--- src/hw/rtl/cpt_pkg.sv ---
`timescale 1ns / 1ps

package cpt_pkg;

    localparam int CAP_W    = 16;
    localparam int PERIOD_W = 17;
    localparam int SPEED_W  = 24;
    localparam int DIVISOR_W = 19;
    localparam int DIVIDEND_W = 26;

    // 1 MHz timer * 60 s/min
    localparam logic [DIVIDEND_W-1:0] DIVIDEND = 26'd60000000;
    localparam logic [PERIOD_W-1:0]   FULL_WRAP = 17'h10000;

    localparam int QUEUE_DEPTH = 2;

    typedef struct packed {
        logic                channel;
        logic [PERIOD_W-1:0] period;
        logic                updated;
    } work_t;

endpackage

--- src/hw/rtl/cpt_queue.sv ---
`timescale 1ns / 1ps

module cpt_queue #(
    parameter int DEPTH = cpt_pkg::QUEUE_DEPTH
) (
    input  logic           clk,
    input  logic           rst_n,
    input  logic           push,
    input  cpt_pkg::work_t push_data,
    output logic           full,
    input  logic           pop,
    output cpt_pkg::work_t pop_data,
    output logic           empty
);
    import cpt_pkg::*;

    localparam int PTR_W = (DEPTH > 1) ? $clog2(DEPTH) : 1;
    localparam int CNT_W = $clog2(DEPTH + 1);
    localparam logic [PTR_W-1:0] LAST = PTR_W'(DEPTH - 1);
    localparam logic [CNT_W-1:0] FULL_CNT = CNT_W'(DEPTH);

    work_t            mem_reg [DEPTH];
    logic [PTR_W-1:0] wr_ptr_reg, wr_ptr_next;
    logic [PTR_W-1:0] rd_ptr_reg, rd_ptr_next;
    logic [CNT_W-1:0] cnt_reg, cnt_next;
    logic             do_push, do_pop;

    assign full     = (cnt_reg == FULL_CNT);
    assign empty    = (cnt_reg == '0);
    assign do_push  = push && !full;
    assign do_pop   = pop && !empty;
    assign pop_data = mem_reg[rd_ptr_reg];

    always_comb
    begin
        wr_ptr_next = wr_ptr_reg;
        rd_ptr_next = rd_ptr_reg;
        cnt_next    = cnt_reg;
        if (do_push)
        begin
            wr_ptr_next = (wr_ptr_reg == LAST) ? '0 : wr_ptr_reg + 1'b1;
        end
        if (do_pop)
        begin
            rd_ptr_next = (rd_ptr_reg == LAST) ? '0 : rd_ptr_reg + 1'b1;
        end
        if (do_push && !do_pop)
        begin
            cnt_next = cnt_reg + 1'b1;
        end
        else if (do_pop && !do_push)
        begin
            cnt_next = cnt_reg - 1'b1;
        end
    end

    always_ff @(posedge clk or negedge rst_n)
    begin
        if (!rst_n)
        begin
            wr_ptr_reg <= '0;
            rd_ptr_reg <= '0;
            cnt_reg    <= '0;
        end
        else
        begin
            wr_ptr_reg <= wr_ptr_next;
            rd_ptr_reg <= rd_ptr_next;
            cnt_reg    <= cnt_next;
        end
    end

    always_ff @(posedge clk)
    begin
        if (do_push)
        begin
            mem_reg[wr_ptr_reg] <= push_data;
        end
    end

endmodule

--- src/hw/rtl/cpt_front.sv ---
`timescale 1ns / 1ps

module cpt_front (
    input  logic                            clk,
    input  logic                            rst_n,
    input  logic                            accept,
    input  logic                            channel_sel,
    input  logic [cpt_pkg::CAP_W-1:0]       capture_value,
    output cpt_pkg::work_t                  work
);
    import cpt_pkg::*;

    logic [CAP_W-1:0] prev_reg [2];
    logic [CAP_W-1:0] prev;
    logic [CAP_W-1:0] diff;

    assign prev = prev_reg[channel_sel];
    assign diff = capture_value - prev;

    always_comb
    begin
        work.channel = channel_sel;
        work.updated = (prev != '0);
        if (prev == '0)
        begin
            work.period = '0;
        end
        else if (diff == '0)
        begin
            work.period = FULL_WRAP;
        end
        else
        begin
            work.period = {1'b0, diff};
        end
    end

    always_ff @(posedge clk or negedge rst_n)
    begin
        if (!rst_n)
        begin
            prev_reg[0] <= '0;
            prev_reg[1] <= '0;
        end
        else if (accept)
        begin
            prev_reg[channel_sel] <= capture_value;
        end
    end

endmodule

--- src/hw/rtl/cpt_back.sv ---
`timescale 1ns / 1ps

module cpt_back (
    input  logic                         clk,
    input  logic                         rst_n,
    input  logic                         q_empty,
    input  cpt_pkg::work_t               q_data,
    output logic                         q_pop,
    output logic                         res_valid,
    input  logic                         res_stall,
    output logic                         out_channel,
    output logic [cpt_pkg::PERIOD_W-1:0] period_ticks,
    output logic [cpt_pkg::SPEED_W-1:0]  speed_rpm,
    output logic                         speed_updated
);
    import cpt_pkg::*;

    localparam logic [1:0] ST_IDLE = 2'd0;
    localparam logic [1:0] ST_DIV  = 2'd1;
    localparam logic [1:0] ST_DONE = 2'd2;
    localparam int STEP_W = $clog2(DIVIDEND_W);
    localparam logic [STEP_W-1:0] LAST_STEP = STEP_W'(DIVIDEND_W - 1);

    logic [1:0]            state_reg, state_next;
    logic [STEP_W-1:0]     step_reg, step_next;
    work_t                 item_reg, item_next;
    logic [DIVISOR_W-1:0]  div_reg, div_next;
    logic [DIVISOR_W-1:0]  rem_reg, rem_next;
    logic [DIVIDEND_W-1:0] quo_reg, quo_next;
    logic [SPEED_W-1:0]    held_reg [2];

    logic                  res_valid_reg, res_valid_next;
    logic                  res_ch_reg;
    logic [PERIOD_W-1:0]   res_period_reg;
    logic [SPEED_W-1:0]    res_speed_reg;
    logic                  res_upd_reg;

    logic [DIVISOR_W:0]    rem_shift;
    logic [DIVISOR_W:0]    rem_diff;
    logic [DIVISOR_W:0]    times7;
    logic [STEP_W-1:0]     bit_idx;
    logic                  load_out;
    logic [SPEED_W-1:0]    new_speed;

    assign bit_idx   = LAST_STEP - step_reg;
    assign rem_shift = {rem_reg, DIVIDEND[bit_idx]};
    assign rem_diff  = rem_shift - {1'b0, div_reg};
    assign times7    = {q_data.period, 3'b000} - {3'b000, q_data.period};
    assign load_out  = (state_reg == ST_DONE) && (!res_valid_reg || !res_stall);
    assign q_pop     = (state_reg == ST_IDLE) && !q_empty;
    assign new_speed = item_reg.updated ? quo_reg[SPEED_W-1:0] : held_reg[item_reg.channel];

    always_comb
    begin
        state_next     = state_reg;
        step_next      = step_reg;
        item_next      = item_reg;
        div_next       = div_reg;
        rem_next       = rem_reg;
        quo_next       = quo_reg;
        res_valid_next = res_valid_reg;
        if (res_valid_reg && !res_stall)
        begin
            res_valid_next = 1'b0;
        end
        case (state_reg)
            ST_IDLE:
            begin
                if (!q_empty)
                begin
                    item_next = q_data;
                    div_next  = times7[DIVISOR_W-1:0];
                    rem_next  = '0;
                    quo_next  = '0;
                    step_next = '0;
                    state_next = q_data.updated ? ST_DIV : ST_DONE;
                end
            end
            ST_DIV:
            begin
                if (rem_shift >= {1'b0, div_reg})
                begin
                    rem_next = rem_diff[DIVISOR_W-1:0];
                    quo_next = {quo_reg[DIVIDEND_W-2:0], 1'b1};
                end
                else
                begin
                    rem_next = rem_shift[DIVISOR_W-1:0];
                    quo_next = {quo_reg[DIVIDEND_W-2:0], 1'b0};
                end
                step_next = step_reg + 1'b1;
                if (step_reg == LAST_STEP)
                begin
                    state_next = ST_DONE;
                end
            end
            ST_DONE:
            begin
                if (load_out)
                begin
                    res_valid_next = 1'b1;
                    state_next     = ST_IDLE;
                end
            end
            default:
            begin
                state_next = ST_IDLE;
            end
        endcase
    end

    always_ff @(posedge clk or negedge rst_n)
    begin
        if (!rst_n)
        begin
            state_reg     <= ST_IDLE;
            res_valid_reg <= 1'b0;
            held_reg[0]   <= '0;
            held_reg[1]   <= '0;
        end
        else
        begin
            state_reg     <= state_next;
            res_valid_reg <= res_valid_next;
            if (load_out)
            begin
                held_reg[item_reg.channel] <= new_speed;
            end
        end
    end

    always_ff @(posedge clk)
    begin
        step_reg <= step_next;
        item_reg <= item_next;
        div_reg  <= div_next;
        rem_reg  <= rem_next;
        quo_reg  <= quo_next;
        if (load_out)
        begin
            res_ch_reg     <= item_reg.channel;
            res_period_reg <= item_reg.period;
            res_speed_reg  <= new_speed;
            res_upd_reg    <= item_reg.updated;
        end
    end

    assign res_valid     = res_valid_reg;
    assign out_channel   = res_ch_reg;
    assign period_ticks  = res_period_reg;
    assign speed_rpm     = res_speed_reg;
    assign speed_updated = res_upd_reg;

endmodule

--- src/hw/rtl/capture_period_tachometer_unit.sv ---
`timescale 1ns / 1ps
// Two-channel capture period tachometer.
// Capture channel: cap_valid/cap_stall carry channel_sel and capture_value,
// one rising-edge timer capture per transaction.
// Result channel: res_valid/res_stall carry out_channel, period_ticks,
// speed_rpm and speed_updated, exactly one result per capture, in order.
// The front stores the previous capture per channel and forms the period;
// a small queue (FIFO_DEPTH entries) feeds the back end, which divides
// 60000000 by 7 * period one quotient bit per cycle.
// The speed is recomputed unless the previous capture on that channel is
// zero; then the stored speed is held. The back end works on one capture
// at a time and pops the next only when it is idle.
// cap_stall rises when the queue is full. A result waits in the output
// register while res_stall is high; the front keeps accepting until the
// queue fills.
// Reset clears stored captures and speeds to zero and drops any pending work.
module capture_period_tachometer_unit #(
    parameter int FIFO_DEPTH = cpt_pkg::QUEUE_DEPTH
) (
    input  logic                         clk,
    input  logic                         rst_n,
    input  logic                         cap_valid,
    output logic                         cap_stall,
    input  logic                         channel_sel,
    input  logic [cpt_pkg::CAP_W-1:0]    capture_value,
    output logic                         res_valid,
    input  logic                         res_stall,
    output logic                         out_channel,
    output logic [cpt_pkg::PERIOD_W-1:0] period_ticks,
    output logic [cpt_pkg::SPEED_W-1:0]  speed_rpm,
    output logic                         speed_updated
);
    import cpt_pkg::*;

    work_t front_work;
    work_t q_data;
    logic  q_full, q_empty, q_pop, accept;

    assign cap_stall = q_full;
    assign accept    = cap_valid && !q_full;

    cpt_front u_front (
        .clk           (clk),
        .rst_n         (rst_n),
        .accept        (accept),
        .channel_sel   (channel_sel),
        .capture_value (capture_value),
        .work          (front_work)
    );

    cpt_queue #(
        .DEPTH (FIFO_DEPTH)
    ) u_queue (
        .clk       (clk),
        .rst_n     (rst_n),
        .push      (accept),
        .push_data (front_work),
        .full      (q_full),
        .pop       (q_pop),
        .pop_data  (q_data),
        .empty     (q_empty)
    );

    cpt_back u_back (
        .clk           (clk),
        .rst_n         (rst_n),
        .q_empty       (q_empty),
        .q_data        (q_data),
        .q_pop         (q_pop),
        .res_valid     (res_valid),
        .res_stall     (res_stall),
        .out_channel   (out_channel),
        .period_ticks  (period_ticks),
        .speed_rpm     (speed_rpm),
        .speed_updated (speed_updated)
    );

`ifndef SYNTH
    a_held_zero_period: assert property (@(posedge clk) disable iff (!rst_n)
        res_valid && !speed_updated |-> period_ticks == '0)
        else $error("held speed with nonzero period");

    a_full_wrap_speed: assert property (@(posedge clk) disable iff (!rst_n)
        res_valid && speed_updated && period_ticks == FULL_WRAP |-> speed_rpm == 24'd130)
        else $error("wrong speed for full timer wrap");

    a_updated_nonzero: assert property (@(posedge clk) disable iff (!rst_n)
        res_valid && speed_updated |-> speed_rpm != '0 && period_ticks != '0)
        else $error("recomputed speed or period is zero");
`endif

endmodule

--- config.mk ---
export PLATFORM = sky130hd
export DESIGN_NAME = capture_period_tachometer_unit
export DESIGN_NICKNAME = d
export VERILOG_FILES = /design/src/hw/rtl/cpt_pkg.sv /design/src/hw/rtl/cpt_queue.sv /design/src/hw/rtl/cpt_front.sv /design/src/hw/rtl/cpt_back.sv /design/src/hw/rtl/capture_period_tachometer_unit.sv
export SDC_FILE = /design/constraint.sdc
export NUM_CORES = 1
export LEC_CHECK = 0
export ABC_AREA = 1
export BUFFER_PORTS_ARGS = -buffer_cell sky130_fd_sc_hd__buf_2
export CAP_MARGIN = 10
export CORE_MARGIN = 2
export CORE_UTILIZATION = 23
export DETAILED_ROUTE_END_ITERATION = 8
export PLACE_DENSITY = 0.41
export SLEW_MARGIN = 20
export SYNTH_ARGS = -nofsm -noshare
export SYNTH_HDL_FRONTEND = slang
export SYNTH_SLANG_ARGS = --single-unit
--- constraint.sdc ---
create_clock -name clk -period 12.9 [get_ports clk]
set_input_delay 2.58 -clock clk [delete_from_list [all_inputs] [get_ports clk]]
set_output_delay 2.58 -clock clk [all_outputs]
set_load 0.01 [all_outputs]
==> out/qor.yml <==
p_int_w: 0.00270
gr-total-overflow: 0
fin_tns_setup_ps: 0
grt_use_total: 0.106
cts_setup_buffers: 0
clock_tree.buffer_depth: 3
holdCritPathClass: "reg -> reg"
tritoncts: "yes"
power_w: 0.00459
max_stage_delay_ps: 420
cp_top_family: "simple AND/OR/NAND/NOR gates"
yosysWarnings: 0
routed_wl_um: 29600
io_buffers: 65
slowest_stage: "buf_2"
htree_levels: 1
worst_clock_skew_ps: 13.7
clkLatencyLatePin_ps: 580
p_leak_nw: 6.61
p_seq_frac: 0.341
grt_max_degree: 63
reg2regPathDepth: 20
dr.pass1.iters: 5
rows: 86
crit_fanout: 22
core-area_sq_um: 55100
pwr-share-comb: 0.461
syn-num-nets: 1410
arrival_ps: 4940
sw_frac_of_total: 0.413
dp_hpwl_um: 20500
drc_errors: 0
netlist_area_sq_um: 12800
syn-instance-count: 1330
critical_path_class: "in -> reg"
die_w_um: 240
tightest_slew_ps: 974
cts.sinks: 253
grt_pass1_wl_um: 49100
drv_slew: 0
wl_per_cell_um: 13.6
synthDistinctLibCells: 39
hold_path_depth: 0
drt_iter0_markers: 355
path_cells: "buf_2, inv_1, or2_2, o21a_1, inv_1, ha_1, nand2_1, nand2_1, a21oi_1, nand2_1, nand2_1, nand2_1, nand2_1, nand2_1, nand2_1, nor2_1, nand3_1, nor2_1"
powerDensity_nw_per_um2: 304
avgSynthCellArea_sq_um: 9.62
hold_viol: 0
cts-root-buf: "clkbuf_16"
cp.depth: 18
drv_cap: 0
grt_pass1_vias: 9277
post-route-min-period_ps: 4660
drive_above_1_share: 0.125
start_util: 0.232
pwr-share-clk: 0.198
area_delta_synth_final_pct: 17.9
layout.nets: 1482
path_clk_slew_ps: 60
peakVddDrop_mv: 0.129
largest_register_ff_count: 48
num_io_pins: 66
power.switching_w: 0.00190
antenna_found_initial: 0
max_slew_margin: 0.345
finalCritPeriodShare: 0.361
dr_total_vias: 8886
die_h_um: 240
dp_slack_ps: 7620
max_freq_mhz: 215
setup_viol: 0
cp_common_cell: "nand2_1"
ant_nets: 0
place_congestion: 0.797
hold_ws_ps: 417
die_area_sq_um: 57600
setup_slack_ps: 8240
rsz0062_at_grt: "false"
cp.buffers_inverters: 3
holdBufCountCts: 0
ys_seq_area_frac: 0.560
outcome: "finished clean"
via_per_inst: 4.09
antenna_cells: 0
synth-seq-cells: 253
cts_buffers: 31
post_cts_resized: 0
end_kind: "register"
start_kind: "input pin"
cp_data_required_time_ps: 13180
-- worst reg2reg max path: cells and delay by family, from the launching register on --
kind	cells	cell delay, ps
compound gates	4	560
flops	1	460
simple gates	9	1340
fa+ha+maj	3	820
buf+inv	4	310
-- power by group through the flow --
stage	clock (W)	combinational, W	sequential, W
floorplan	0	0.00156	0.00156
global placement	0	0.00213	0.00159
detailed placement	0	0.00214	0.00159
CTS	0.000941	0.00215	0.00158
global route	0.000976	0.00246	0.00161
finish	0.000909	0.00212	0.00157
-- cells in the final DEF, fill, tap and decap left out, types with 3 or more instances in the layout --
cell / Yosys / final
a211oi_1: 3 / 3
a21o_1: 6 / 6
a21oi_1: 126 / 125
and2_1: 3 / 3
buf_2: 7 / 64
buf_4: 0 / 12
clkbuf_1: 23 / 5
clkbuf_16: 0 / 34
clkbuf_8: 0 / 9
clkinv_2: 0 / 4
dfrtp_1: 87 / 87
edfxtp_1: 166 / 166
ha_1: 57 / 57
inv_1: 194 / 194
mux2_2: 25 / 25
mux2i_1: 9 / 9
nand2_1: 251 / 250
nand3_1: 46 / 46
nand3b_1: 7 / 7
nand4_1: 7 / 7
nor2_1: 96 / 94
nor3_1: 7 / 7
o21a_1: 3 / 3
o21ai_0: 130 / 130
or2_2: 15 / 15
xnor2_1: 13 / 13
xor2_1: 27 / 27
-- cells in the mapped netlist, drive strengths merged --
cell    instances  area share
edfxtp        166        0.39
a21boi          1     0.00059
a211oi          3      0.0018
clkbuf         23      0.0067
ha             57       0.056
o21ai         132       0.052
nand4           7      0.0034
nor3            8      0.0035
o32ai           1     0.00068
o21bai          2      0.0012
nand2         252       0.074
nand3b          7      0.0041
nor2           97       0.029
o211ai          1     0.00059
mux2           25       0.022
a21oi         126       0.049
xnor2          13      0.0089
o31ai           1     0.00059
inv           195       0.057
buf            14      0.0072
nand3          46       0.018
nor4            1      0.0017
mux2i           9      0.0070
and2            3      0.0015
xor2           27       0.018
o21a            3      0.0018
a21o            6      0.0035
fa              2      0.0031
or2            15      0.0073
dfrtp          87        0.17
-- metal layers --
layer	GRT usage	up-vias	routed length [um]
li1	-	4584	-
met1	0.139	4171	14100
met2	0.182	92	13900
met3	0.0171	39	1050
met4	0.0252	0	530
met5	0	-	0
-- cell families after synthesis --
kind of cell               Yosys count  share of synthesized area
DFF                                253                      0.560
adders and majority gates           59                     0.0588
muxes                               34                     0.0290
xor gates and xnor gates            40                     0.0274
AOI/OAI and AO/OA                  276                      0.112
and+or+nand+nor                    436                      0.142
buffers and inverters              232                     0.0712
-- through the flow --
| step | area [sq um] | cells | utilization |
|---|---|---|---|
| 2_1_floorplan | 12800 | 1330 | - |
| 4_1_cts | 15100 | 2175 | 0.274 |
| 6_report | 15100 | 2175 | 0.274 |
| 5_1_grt | 15100 | 2175 | 0.274 |
| 3_5_place_dp | 14000 | 2117 | 0.254 |
| 3_3_place_gp | 14000 | 2117 | 0.254 |
-- layout make-up --
class	count	area, sq um
clock buffers	48	993
clock inverters	10	101
fillers	5961	40000
inverters	195	732
multi-input cells	845	4760
flip-flops and latches	253	7160
well taps	748	936
repair buffers	76	410
-- path summary, 6_finish.rpt --
kind	from	to	slack, ps
max in group asynchronous	rst_n	u_back.held_reg[6]	9800
worst min-delay path	u_back.item_reg[7]	u_back.period_ticks[6]	420
worst max-delay path	channel_sel	u_queue.mem_reg[1][17]	8240
worst max register to register	u_back.step_reg[1]	u_back.rem_reg[6]	9150
min in group asynchronous	rst_n	u_front.prev_reg[11]	1900
worst min register to register	u_back.item_reg[7]	u_back.period_ticks[6]	420
No activity file was read; power rests on OpenSTA's default activity.
